File: config.mk
export PLATFORM = sky130hd
export DESIGN_NAME = stack_machine_execute
export DESIGN_NICKNAME = d
export VERILOG_FILES = /design/src/sv/sme_pkg.sv /design/src/sv/sme_ram.sv /design/src/sv/stack_machine_execute.sv
export SDC_FILE = /design/constraint.sdc
export NUM_CORES = 2
export LEC_CHECK = 0
export BUFFER_PORTS_ARGS = -buffer_cell sky130_fd_sc_hd__buf_2
export CORE_ASPECT_RATIO = 0.9
export CORE_MARGIN = 1
export CORE_UTILIZATION = 40
export CTS_CLUSTER_DIAMETER = 60
export DETAILED_ROUTE_END_ITERATION = 7
export PLACE_DENSITY = 0.59
export SETUP_SLACK_MARGIN = 0.02
export SLEW_MARGIN = 10
export SYNTH_ARGS = -nofsm -noshare
export SYNTH_HDL_FRONTEND = slang
export SYNTH_SLANG_ARGS = --single-unit
File: constraint.sdc
create_clock -name clk_i -period 12.8 [get_ports clk_i]
set_clock_uncertainty 0.15 [all_clocks]
set_input_delay 1.92 -clock clk_i [delete_from_list [all_inputs] [get_ports clk_i]]
set_output_delay 1.92 -clock clk_i [all_outputs]
set_load 0.05 [all_outputs]
File: src/sv/sme_pkg.sv
package sme_pkg;

  localparam int unsigned CmdW = 4;
  localparam int unsigned ErrW = 3;
  localparam int unsigned ImmW = 16;

  typedef enum logic [CmdW-1:0] {
    CMD_ADD   = 4'd0,
    CMD_SUB   = 4'd1,
    CMD_MUL   = 4'd2,
    CMD_DIV   = 4'd3,
    CMD_MOD   = 4'd4,
    CMD_AND   = 4'd5,
    CMD_OR    = 4'd6,
    CMD_NOT   = 4'd7,
    CMD_MIR   = 4'd8,
    CMD_POP   = 4'd9,
    CMD_OUT   = 4'd10,
    CMD_CLEAR = 4'd11,
    CMD_PUSH  = 4'd12
  } cmd_e;

  typedef enum logic [ErrW-1:0] {
    ERR_OK        = 3'd0,
    ERR_POP_EMPTY = 3'd1,
    ERR_FULL      = 3'd2,
    ERR_FEW       = 3'd3,
    ERR_DIV_ZERO  = 3'd4
  } err_e;

endpackage

File: src/sv/sme_ram.sv
module sme_ram #(
  parameter int unsigned WIDTH = 16,
  parameter int unsigned DEPTH = 128
) (
  input  logic                     clk_i,
  input  logic                     we_i,
  input  logic [$clog2(DEPTH)-1:0] waddr_i,
  input  logic [WIDTH-1:0]         wdata_i,
  input  logic [$clog2(DEPTH)-1:0] raddr_i,
  output logic [WIDTH-1:0]         rdata_o
);

  logic [WIDTH-1:0] mem_q [DEPTH];

  always_ff @(posedge clk_i) begin
    if (we_i) begin
      mem_q[waddr_i] <= wdata_i;
    end
    rdata_o <= mem_q[raddr_i];
  end

endmodule

File: src/sv/stack_machine_execute.sv
// channel | signals                                   | dir | beat taken when
// --------+-------------------------------------------+-----+--------------------------
// in      | in_valid_i, in_stall_o, cmd_i,            | in  | in_valid_i & !in_stall_o
//         | immediate_i, push_from_register_i         |     |
// out     | out_valid_o, out_stall_i, error_code_o,   | out | out_valid_o & !out_stall_i
//         | top_valid_o, top_value_o, result_value_o  |     |
//
// One instruction at a time. Pop, clear, push and early errors go straight to done;
// unary ops and out read T, binary ops read T and N, then execute; div and mod add the
// divider loop (one restoring step per cycle through the shared adder), the worst case.
// Stack words sit in a single-port-read RAM, so T and N are fetched on separate cycles.
// Reset empties the stack and clears R; stack RAM contents are not cleared.
// A stalled result holds the finished instruction in its last state until taken.
module stack_machine_execute #(
  parameter int unsigned STACK_DEPTH = 128,
  parameter int unsigned WORD_BITS   = 16
) (
  input  logic                         clk_i,
  input  logic                         rst_ni,
  input  logic                         in_valid_i,
  output logic                         in_stall_o,
  input  logic [sme_pkg::CmdW-1:0]     cmd_i,
  input  logic signed [sme_pkg::ImmW-1:0] immediate_i,
  input  logic                         push_from_register_i,
  output logic                         out_valid_o,
  input  logic                         out_stall_i,
  output logic [sme_pkg::ErrW-1:0]     error_code_o,
  output logic                         top_valid_o,
  output logic signed [WORD_BITS-1:0]  top_value_o,
  output logic signed [WORD_BITS-1:0]  result_value_o
);

  import sme_pkg::*;

  localparam int unsigned W  = WORD_BITS;
  localparam int unsigned AW = $clog2(STACK_DEPTH);
  localparam int unsigned DW = $clog2(STACK_DEPTH + 1);
  localparam int unsigned CW = $clog2(W);

  typedef enum logic [6:0] {
    S_IDLE = 7'b0000001,
    S_RD_T = 7'b0000010,
    S_RD_N = 7'b0000100,
    S_EXEC = 7'b0001000,
    S_DIV  = 7'b0010000,
    S_FIX  = 7'b0100000,
    S_DONE = 7'b1000000
  } state_e;

  state_e           state_q, state_d;
  logic [CmdW-1:0]  cmd_q;
  logic [W-1:0]     imm_q;
  logic             from_reg_q;
  err_e             err_q, err_d, err_acc;
  logic [W-1:0]     t_q, res_q, r_q, top_q, top_value_q;
  logic             upd_r_q, tv_q;
  logic [DW-1:0]    depth_q;
  logic [W-1:0]     quo_q, rem_q, dvs_q;
  logic             q_neg_q, r_neg_q;
  logic [CW-1:0]    cnt_q;
  logic             out_valid_q, top_valid_q;
  err_e             err_out_q;

  logic             accept, out_free, done_fire, is_bin, is_mod;
  logic [DW-1:0]    depth_m1, depth_m2;
  logic [AW-1:0]    raddr;
  logic [W-1:0]     rdata, op_t, op_n, mir_t, rem_shift, fix_x;
  logic [2*W-1:0]   prod;
  logic [W:0]       add_a, add_b, add_sum;
  logic             add_ci, fix_neg, ram_we;

  assign accept    = in_valid_i && !in_stall_o;
  assign in_stall_o = (state_q != S_IDLE);
  assign out_free  = !out_valid_q || !out_stall_i;
  assign done_fire = (state_q == S_DONE) && out_free;
  assign is_bin    = cmd_q inside {[CMD_ADD:CMD_OR]};
  assign is_mod    = (cmd_q == CMD_MOD);
  assign depth_m1  = depth_q - DW'(1);
  assign depth_m2  = depth_q - DW'(2);
  assign raddr     = (state_q == S_RD_N) ? depth_m2[AW-1:0] : depth_m1[AW-1:0];
  assign op_t      = is_bin ? t_q : rdata;
  assign op_n      = rdata;
  assign prod      = op_t * op_n;
  assign rem_shift = {rem_q[W-2:0], quo_q[W-1]};
  assign fix_x     = is_mod ? rem_q : quo_q;
  assign fix_neg   = is_mod ? r_neg_q : q_neg_q;
  assign ram_we    = done_fire && (cmd_q == CMD_PUSH) && (err_q == ERR_OK);

  always_comb begin
    for (int i = 0; i < W; i++) begin
      mir_t[i] = op_t[W-1-i];
    end
  end

  // shared adder: add/sub, divider trial subtract, final sign fix
  always_comb begin
    add_a  = {1'b0, op_t};
    add_b  = {1'b0, op_n};
    add_ci = 1'b0;
    case (state_q)
      S_EXEC: begin
        if (cmd_q == CMD_SUB) begin
          add_b  = ~{1'b0, op_n};
          add_ci = 1'b1;
        end
      end
      S_DIV: begin
        add_a  = {1'b0, rem_shift};
        add_b  = ~{1'b0, dvs_q};
        add_ci = 1'b1;
      end
      S_FIX: begin
        add_a  = fix_neg ? '0 : {1'b0, fix_x};
        add_b  = fix_neg ? ~{1'b0, fix_x} : '0;
        add_ci = fix_neg;
      end
      default: begin
        add_a = {1'b0, op_t};
      end
    endcase
  end
  assign add_sum = add_a + add_b + (W+1)'(add_ci);

  always_comb begin
    err_acc = ERR_OK;
    if (cmd_i inside {[CMD_ADD:CMD_OR]}) begin
      if (depth_q < DW'(2)) err_acc = ERR_FEW;
    end else if (cmd_i == CMD_NOT || cmd_i == CMD_MIR) begin
      if (depth_q == '0) err_acc = ERR_FEW;
      else if (depth_q >= DW'(STACK_DEPTH)) err_acc = ERR_FULL;
    end else if (cmd_i == CMD_POP) begin
      if (depth_q == '0) err_acc = ERR_POP_EMPTY;
    end else if (cmd_i == CMD_OUT) begin
      if (depth_q == '0) err_acc = ERR_FEW;
    end else if (cmd_i == CMD_PUSH) begin
      if (depth_q >= DW'(STACK_DEPTH)) err_acc = ERR_FULL;
    end
  end

  always_comb begin
    state_d = state_q;
    err_d   = err_q;
    case (state_q)
      S_IDLE: begin
        if (accept) begin
          err_d = err_acc;
          if (err_acc != ERR_OK || !(cmd_i inside {[CMD_ADD:CMD_MIR], CMD_OUT})) begin
            state_d = S_DONE;
          end else begin
            state_d = S_RD_T;
          end
        end
      end
      S_RD_T: state_d = is_bin ? S_RD_N : S_EXEC;
      S_RD_N: state_d = S_EXEC;
      S_EXEC: begin
        if (cmd_q == CMD_DIV || cmd_q == CMD_MOD) begin
          if (op_n == '0) begin
            err_d   = ERR_DIV_ZERO;
            state_d = S_DONE;
          end else begin
            state_d = S_DIV;
          end
        end else begin
          state_d = S_DONE;
        end
      end
      S_DIV:  if (cnt_q == '0) state_d = S_FIX;
      S_FIX:  state_d = S_DONE;
      S_DONE: if (out_free) state_d = S_IDLE;
      default: state_d = S_IDLE;
    endcase
  end

  always_ff @(posedge clk_i or negedge rst_ni) begin
    if (!rst_ni) begin
      state_q     <= S_IDLE;
      err_q       <= ERR_OK;
      depth_q     <= '0;
      r_q         <= '0;
      out_valid_q <= 1'b0;
      upd_r_q     <= 1'b0;
      tv_q        <= 1'b0;
    end else begin
      state_q <= state_d;
      err_q   <= err_d;
      if (accept) begin
        upd_r_q <= 1'b0;
        tv_q    <= 1'b0;
      end
      if (state_q == S_EXEC) begin
        upd_r_q <= !(cmd_q inside {CMD_OUT, CMD_DIV, CMD_MOD});
        tv_q    <= (cmd_q == CMD_OUT);
      end
      if (state_q == S_FIX) begin
        upd_r_q <= 1'b1;
      end
      if (done_fire) begin
        if (upd_r_q) r_q <= res_q;
        if (err_q == ERR_OK) begin
          case (cmd_q)
            CMD_POP:   depth_q <= depth_m1;
            CMD_CLEAR: depth_q <= '0;
            CMD_PUSH:  depth_q <= depth_q + DW'(1);
            default:   depth_q <= depth_q;
          endcase
        end
      end
      if (done_fire) begin
        out_valid_q <= 1'b1;
      end else if (!out_stall_i) begin
        out_valid_q <= 1'b0;
      end
    end
  end

  always_ff @(posedge clk_i) begin
    if (accept) begin
      cmd_q      <= cmd_i;
      imm_q      <= W'(immediate_i);
      from_reg_q <= push_from_register_i;
    end
    if (state_q == S_RD_N) begin
      t_q <= rdata;
    end
    if (state_q == S_EXEC) begin
      top_q   <= op_t;
      q_neg_q <= op_t[W-1] ^ op_n[W-1];
      r_neg_q <= op_t[W-1];
      quo_q   <= op_t[W-1] ? W'(-op_t) : op_t;
      dvs_q   <= op_n[W-1] ? W'(-op_n) : op_n;
      rem_q   <= '0;
      cnt_q   <= CW'(W - 1);
      case (cmd_q)
        CMD_ADD, CMD_SUB: res_q <= add_sum[W-1:0];
        CMD_MUL:          res_q <= prod[W-1:0];
        CMD_AND:          res_q <= op_t & op_n;
        CMD_OR:           res_q <= op_t | op_n;
        CMD_NOT:          res_q <= ~op_t;
        CMD_MIR:          res_q <= mir_t;
        default:          res_q <= res_q;
      endcase
    end
    if (state_q == S_DIV) begin
      cnt_q <= cnt_q - CW'(1);
      if (!add_sum[W]) begin
        rem_q <= add_sum[W-1:0];
        quo_q <= {quo_q[W-2:0], 1'b1};
      end else begin
        rem_q <= rem_shift;
        quo_q <= {quo_q[W-2:0], 1'b0};
      end
    end
    if (state_q == S_FIX) begin
      res_q <= add_sum[W-1:0];
    end
    if (done_fire) begin
      err_out_q   <= err_q;
      top_valid_q <= tv_q && (err_q == ERR_OK);
      top_value_q <= (tv_q && (err_q == ERR_OK)) ? top_q : '0;
    end
  end

  sme_ram #(
    .WIDTH(W),
    .DEPTH(STACK_DEPTH)
  ) u_stack_ram (
    .clk_i  (clk_i),
    .we_i   (ram_we),
    .waddr_i(depth_q[AW-1:0]),
    .wdata_i(from_reg_q ? r_q : imm_q),
    .raddr_i(raddr),
    .rdata_o(rdata)
  );

  assign out_valid_o    = out_valid_q;
  assign error_code_o   = err_out_q;
  assign top_valid_o    = top_valid_q;
  assign top_value_o    = top_value_q;
  assign result_value_o = r_q;

  a_depth_bound: assert property (@(posedge clk_i) disable iff (!rst_ni)
    depth_q <= DW'(STACK_DEPTH))
    else $error("stack depth beyond capacity");

  a_busy_after_accept: assert property (@(posedge clk_i) disable iff (!rst_ni)
    accept |=> in_stall_o)
    else $error("ready right after accepting a beat");

  a_state_onehot: assert property (@(posedge clk_i) disable iff (!rst_ni)
    $onehot(state_q))
    else $error("sequencer state not one-hot");

  a_top_ok: assert property (@(posedge clk_i) disable iff (!rst_ni)
    out_valid_q && top_valid_q |-> err_out_q == ERR_OK)
    else $error("top reported with an error");

  a_push_room: assert property (@(posedge clk_i) disable iff (!rst_ni)
    ram_we |-> depth_q < DW'(STACK_DEPTH))
    else $error("stack write at capacity");

endmodule
# Yosys cells after proc, flatten, opt, wreduce, memory -nomap -nowiden
# Memory sizes are Yosys's and may differ from the RTL's. A register that Yosys moved wholly into a read port is not among the register bits.
# Cells that the tools add are included.
# op_classes
mul	1
shifts	0
div_mod_pow	0
n_bitwise	7
muxes	56
eq_ne	31
reduce_logical	38
magnitude_cmp	7
addsub	8
# ops
op	n
16-bit 2-to-1 mux	12
16-bit one-hot mux with 6 select lines	1
16-bit inverter with 17-bit output	3
17-bit one-hot mux with 3 select lines	1
7-bit 2-to-1 mux	7
7-bit one-hot mux with 7 select lines	1
4-bit == test (second input constant)	9
17-bit 2-to-1 mux	2
16-bit negation	2
16-bit one-hot mux with 2 select lines	1
3-bit 2-to-1 mux	8
8-bit one-hot mux with 3 select lines	1
4-bit by 3-bit == test with 1-bit output (second input constant)	5
17-bit by 1-bit adder with 17-bit output	1
17-bit adder	1
16-bit AND	1
16-bit zero test	1
16-bit by 16-bit multiplier with 16-bit output	1
16-bit inverter	1
16-bit OR	1
15-bit 2-to-1 mux	1
1-bit 2-to-1 mux	12
4-bit 2-to-1 mux	3
3-bit nonzero test	4
37 further kinds	68
# word_totals
latchBits	0
reg_bits	180
mem_bits_rw	2048
output_inout_bits	38
inputBits	25
wordCells	172
rom_bits	0
n_memories	1
# memory_table
memory	depth	width	read_ports	rd_clocked_by_memory_dff	wr	line_no	source
u_stack_ram.mem_q	128	16	1	1	1	sme_ram.sv:13	logic [WIDTH-1:0] mem_q [DEPTH];

# Longest topological paths before layout
# depth
word_depth	12
depth_mapped	29

# Hierarchy
# Synthesis repeated with hierarchy kept, for this count alone.
# unflattened
hier_cells	4556
area_unflattened_um2	92817.8
# modules_own_cells
mod	instances	seq_area_each_um2	area_each_um2	cells_each
sme_ram	1	61819.3	78522.8	3086
stack_machine_execute	1	5191.2	14295.0	1470

# Worst setup path before layout
# OpenSTA, ideal clock, no wires.
# synth_path
path_type	reg-to-reg
start	reg cmd_q[2]
end	reg res_q[15], data pin
t_arrival_ns	6.468
required_time_ns	12.386
period_less_slack_ns	6.882
slack_ns	5.918
path_stages_with_launch	27
setup_ns	0.264
path_cell_list	edfxtp_1 -> buf_2 -> a31oi_2 -> buf_2 -> buf_2 -> mux2_2 -> clkbuf_1 -> and2_1 -> fa_1 -> inv_1 -> fa_1 -> inv_1 -> ha_1 -> fa_1 -> fa_1 -> inv_1 -> fa_1 -> inv_1 -> ha_1 -> or3_1 -> o211a_1 -> o21a_1 -> o21a_1 -> o41ai_1 -> xor2_1 -> a21oi_1 -> o21ai_0
# synth_via
word_cells_on_any_way	32
cone_classes	add/sub: 2; mul: 1; order compare: 2; eq/ne: 7; mux: 13; bitwise: 4; reduce/logical: 3
# synth_rtl
item	line_no	source
from (decl)	stack_machine_execute.sv:51	logic [CmdW-1:0] cmd_q;
from (signal assigned)	stack_machine_execute.sv:219	cmd_q <= cmd_i;
4-bit by 1-bit greater-or-equal comparator with 1-bit output or 4-bit by 3-bit <= comparator with 1-bit output (tied branches)	stack_machine_execute.sv:76	assign is_bin = cmd_q inside {[CMD_ADD:CMD_OR]};
1-bit logical AND (*)	stack_machine_execute.sv:76	
16-bit 2-to-1 mux (*)	stack_machine_execute.sv:81	assign op_t = is_bin ? t_q : rdata;
via op_t[3]	stack_machine_execute.sv:67	logic [W-1:0] rdata, op_t, op_n, mir_t, rem_shift, fix_x;
16-bit one-hot mux with 2 select lines	stack_machine_execute.sv:100	case (state_q)
17-bit adder	stack_machine_execute.sv:122	assign add_sum = add_a + add_b + (W+1)'(add_ci);
17-bit by 1-bit adder with 17-bit output	stack_machine_execute.sv:122	
16-bit one-hot mux with 6 select lines	stack_machine_execute.sv:234	case (cmd_q)
16-bit 2-to-1 mux	stack_machine_execute.sv:226	if (state_q == S_EXEC) begin
16-bit 2-to-1 mux (*)	stack_machine_execute.sv:254	if (state_q == S_FIX) begin
to (signal assigned)	stack_machine_execute.sv:235	CMD_ADD, CMD_SUB: res_q <= add_sum[W-1:0];
to (signal assigned)	stack_machine_execute.sv:236	CMD_MUL: res_q <= prod[W-1:0];
to (signal assigned)	stack_machine_execute.sv:255	res_q <= add_sum[W-1:0];
to (decl)	stack_machine_execute.sv:55	logic [W-1:0] t_q, res_q, r_q, top_q, top_value_q;
# Mark *: on every way through the listed nets, which the timed path passes. The rest lies on a longest branch. The select of a mux whose other input is x is not followed.
# A chain may end at the register's enable or synchronous reset.

# Worst setup path after layout
# layout_path
start	reg cmd_q[2]
end	reg res_q[15], data pin
# layout_via
elab_chain_cells	10
word_cells_on_any_way	32
cone_classes	add/sub: 2; mul: 1; order compare: 2; eq/ne: 7; mux: 13; bitwise: 4; reduce/logical: 3
# layout_lines
item	line_no
branches (longest 9 deep; another with 17-bit adder)	-
16-bit 2-to-1 mux (*)	stack_machine_execute.sv:254
# Every way passes the cells marked *. The select of a mux whose other input is x is not followed.

==> run_results.csv <==
group,metric,value,unit
logic_synthesis,synth-edff-count,2190,
final_layout,layout_commonest_cell,"edfxtp_1",
routing,postRouteAntennaNets,0,
logic_synthesis,async_flop_share,1.650,%
floorplanning,die_area,0.2372,sq mm
logic_synthesis,yosysTopAreaCell,"edfxtp_1",
setup_path,crit_path_cell_trace,"a31oi_2 > buf_4 > mux2i_1 > inv_1 > and2_1 > fa_1 > inv_1 > fa_1 > inv_1 > ha_1 > fa_1 > fa_1 > inv_1 > fa_1 > inv_1 > ha_1 > or3_1 > o211a_1 > o21a_1 > o21a_1 > o41ai_1 > xor2_1 > a21oi_1 > o21ai_0",
logic_synthesis,seq_area_frac_synth,71.21,%
clocking,cts.repair.resized,0,
floorplanning,num_rows,168,
sta,slew_violations,0,
sta,fin_setup_tns,0,ps
routing,via_per_inst,5.771,
place,port_buffers,62,
grt,grt_busiest_layer,"met2",
routing,dr.pass1.iters,6,
grt,grtUsageMet1,31.46,%
sta,grt_setup_unrepaired,"false",
logic_synthesis,synthFlopType,"edfxtp_1",
place,hpwl,159.4,mm
setup_path,required,13210,ps
clocking,clk_latency,890,ps
run,maxCapViolCount,1,
final_layout,most-common-layout-cells,"edfxtp_1, nand2_1, a21oi_1",
clocking,post_cts_buffers,0,
sta,hold_viol,0,
clocking,cts-htree-levels,4,
status,status,"finished, violations left",
final_layout,synthToLayoutAreaGrowth,12.80,%
setup_path,critPathKind,"register to register",
place,gp_congestion,0.9093,
grt,antenna_found_initial,18,
routing,route.detailed.wl_per_inst,28.39,microns
setup_path,cpPeakStageDelay,630,ps
clocking,clk_path_buf_depth,3,
final_layout,drive_gt1_share,16.47,%
final_layout,top_register,"u_stack_ram.mem_q",
setup_path,start_kind,"register",
grt,grt_max_degree,118,
routing,drc,0,
logic_synthesis,synth_area,0.09410,sq mm
routing,via_count,53530,
setup_path,slowest_stage,"edfxtp_1",
clocking,cts_buffers,222,
routing,routed_wl,263.3,mm
floorplanning,io_pins,63,
grt,grt_util_met3,4.510,%
floorplanning,die_w,513.3,microns
sta,period_minus_slack,7874,ps
grt,grt_pass1_wl,376.6,mm
logic_synthesis,syn_area_per_cell,16.11,sq um
floorplanning,die_h,462.1,microns
logic_synthesis,synth_nets,6024,
clocking,root_buffer,"clkbuf_16",
grt,grt.overflow.total,0,
setup_path,end_kind,"register",
sta,post-route-period-util,61.51,%
grt,grt_use_met2,33.20,%
final_layout,nets,6195,
routing,first_iter_violations,6329,
min_path,hp-class,"register to register",
floorplanning,design.core.area,0.2333,sq mm
clocking,clkTransAtPathRegs,60,ps
grt,first_global_vias,51550,
logic_synthesis,synthCells,5841,
logic_synthesis,yosysWarnings,0,
floorplanning,initial_core_util,40.33,%
grt,grt_use_total,21.94,%
sta,fmax,127.0,MHz
setup_path,cp_max_fo,21,
clocking,cts_tree,"built",
status,violations,"max-capacitance violations",
logic_synthesis,synthTopCellsByArea,"edfxtp_1, mux4_2, mux2i_1",
logic_synthesis,synth_cell_types,75,
setup_path,cp.arrival,8280,ps
sta,slew_headroom,2.506,%
sta,tightest_slew,1426,ps
clocking,clock-sinks,2243,
final_layout,largest_reg_flops,2048,
logic_synthesis,ys_ff_latch,2243,
sta,setup_violations,0,
logic_synthesis,yosys.area.top_type_share,69.88,%
clocking,cts_hold_buf,0,
[Yosys cell counts (46+ instances only)]
cell type,number
edfxtp_1,2190
nand2_1,686
a21oi_1,330
mux4_2,309
nor2_1,292
mux2i_1,271
clkbuf_1,211
inv_1,139
o21ai_0,109
nand3_1,104
nor3_1,97
o221ai_1,92
buf_2,91
fa_1,82
o22ai_1,78
ha_1,76
xnor2_1,63
mux2_2,58
a31oi_1,46
[cell families after synthesis]
family / Yosys count / synth area share, %
muxes: 638 / 10.97
adders and majority gates: 158 / 2.755
DFF: 2243 / 71.21
AOI/OAI and AO/OA: 859 / 5.797
and+or+nand+nor: 1354 / 6.201
buffers and inverters: 500 / 2.207
xor gates and xnor gates: 89 / 0.8589
[layer usage]
| metal | routed length (microns) | vias up |
|---|---|---|
| met5 | 57 | - |
| met4 | 8970 | 8 |
| met3 | 22590 | 383 |
| met2 | 119000 | 2298 |
| met1 | 112700 | 27810 |
| li1 | - | 23030 |
[worst paths after layout]
kind                                          from                        endpoint  slack (ps)  cells past startpoint
worst min register to register  res_q[9]$_DFFE_PP_   result_value_o[9]$_DFFE_PN0P_         330                      1
min in group asynchronous                   rst_ni  result_value_o[11]$_DFFE_PN0P_        1070                      1
worst max-delay path            cmd_q[2]$_DFFE_PP_             res_q[15]$_DFFE_PP_        4930                     24
max in group asynchronous                   rst_ni            err_q[2]$_DFFE_PN0P_       10690                      1
worst max register to register  cmd_q[2]$_DFFE_PP_             res_q[15]$_DFFE_PP_        4930                     24
worst min-delay path            res_q[9]$_DFFE_PP_   result_value_o[9]$_DFFE_PN0P_         330                      1
[final cells by class]
class                           count  area [sq um]
Fill cell                       20080        127200
Sequential cell                  2243         67010
Multi-Input combinational cell   3098         25260
Clock buffer                      286          5878
Tap cell                         3060          3829
Timing Repair Buffer              304          2202
Clock inverter                    133          1414
Inverter                          143         536.8
Antenna cell                        8         20.02
[worst max-delay path: cells and delay by family (launching register included)]
kind	cells	cell delay, ps
mux	1	600
simple gates	2	660
buf+inv	6	1030
xor+xnor	1	120
flops	1	630
compound gates	7	1490
fa+ha+maj	7	2860
[per-stage QoR]
| step | setup WS (ps) | util [%] | area [sq um] | hold slack [ps] | instances |
|---|---|---|---|---|---|
| finish | 4926 | 45.50 | 106200 | 326.1 | 9275 |
| global route | 4552 | 45.49 | 106100 | 344.9 | 9268 |
| CTS | 4968 | 45.49 | 106100 | 331.4 | 9267 |
| detailed placement | 5026 | 42.36 | 98840 | 317.1 | 8848 |
| global placement | 5193 | 42.36 | 98840 | 308.5 | 8848 |
| floorplan | 5918 | - | 94100 | 256.4 | 5841 |
Power is not shown: default switching activity piles up to over one toggle a cycle in this logic, so the estimate is an artifact.
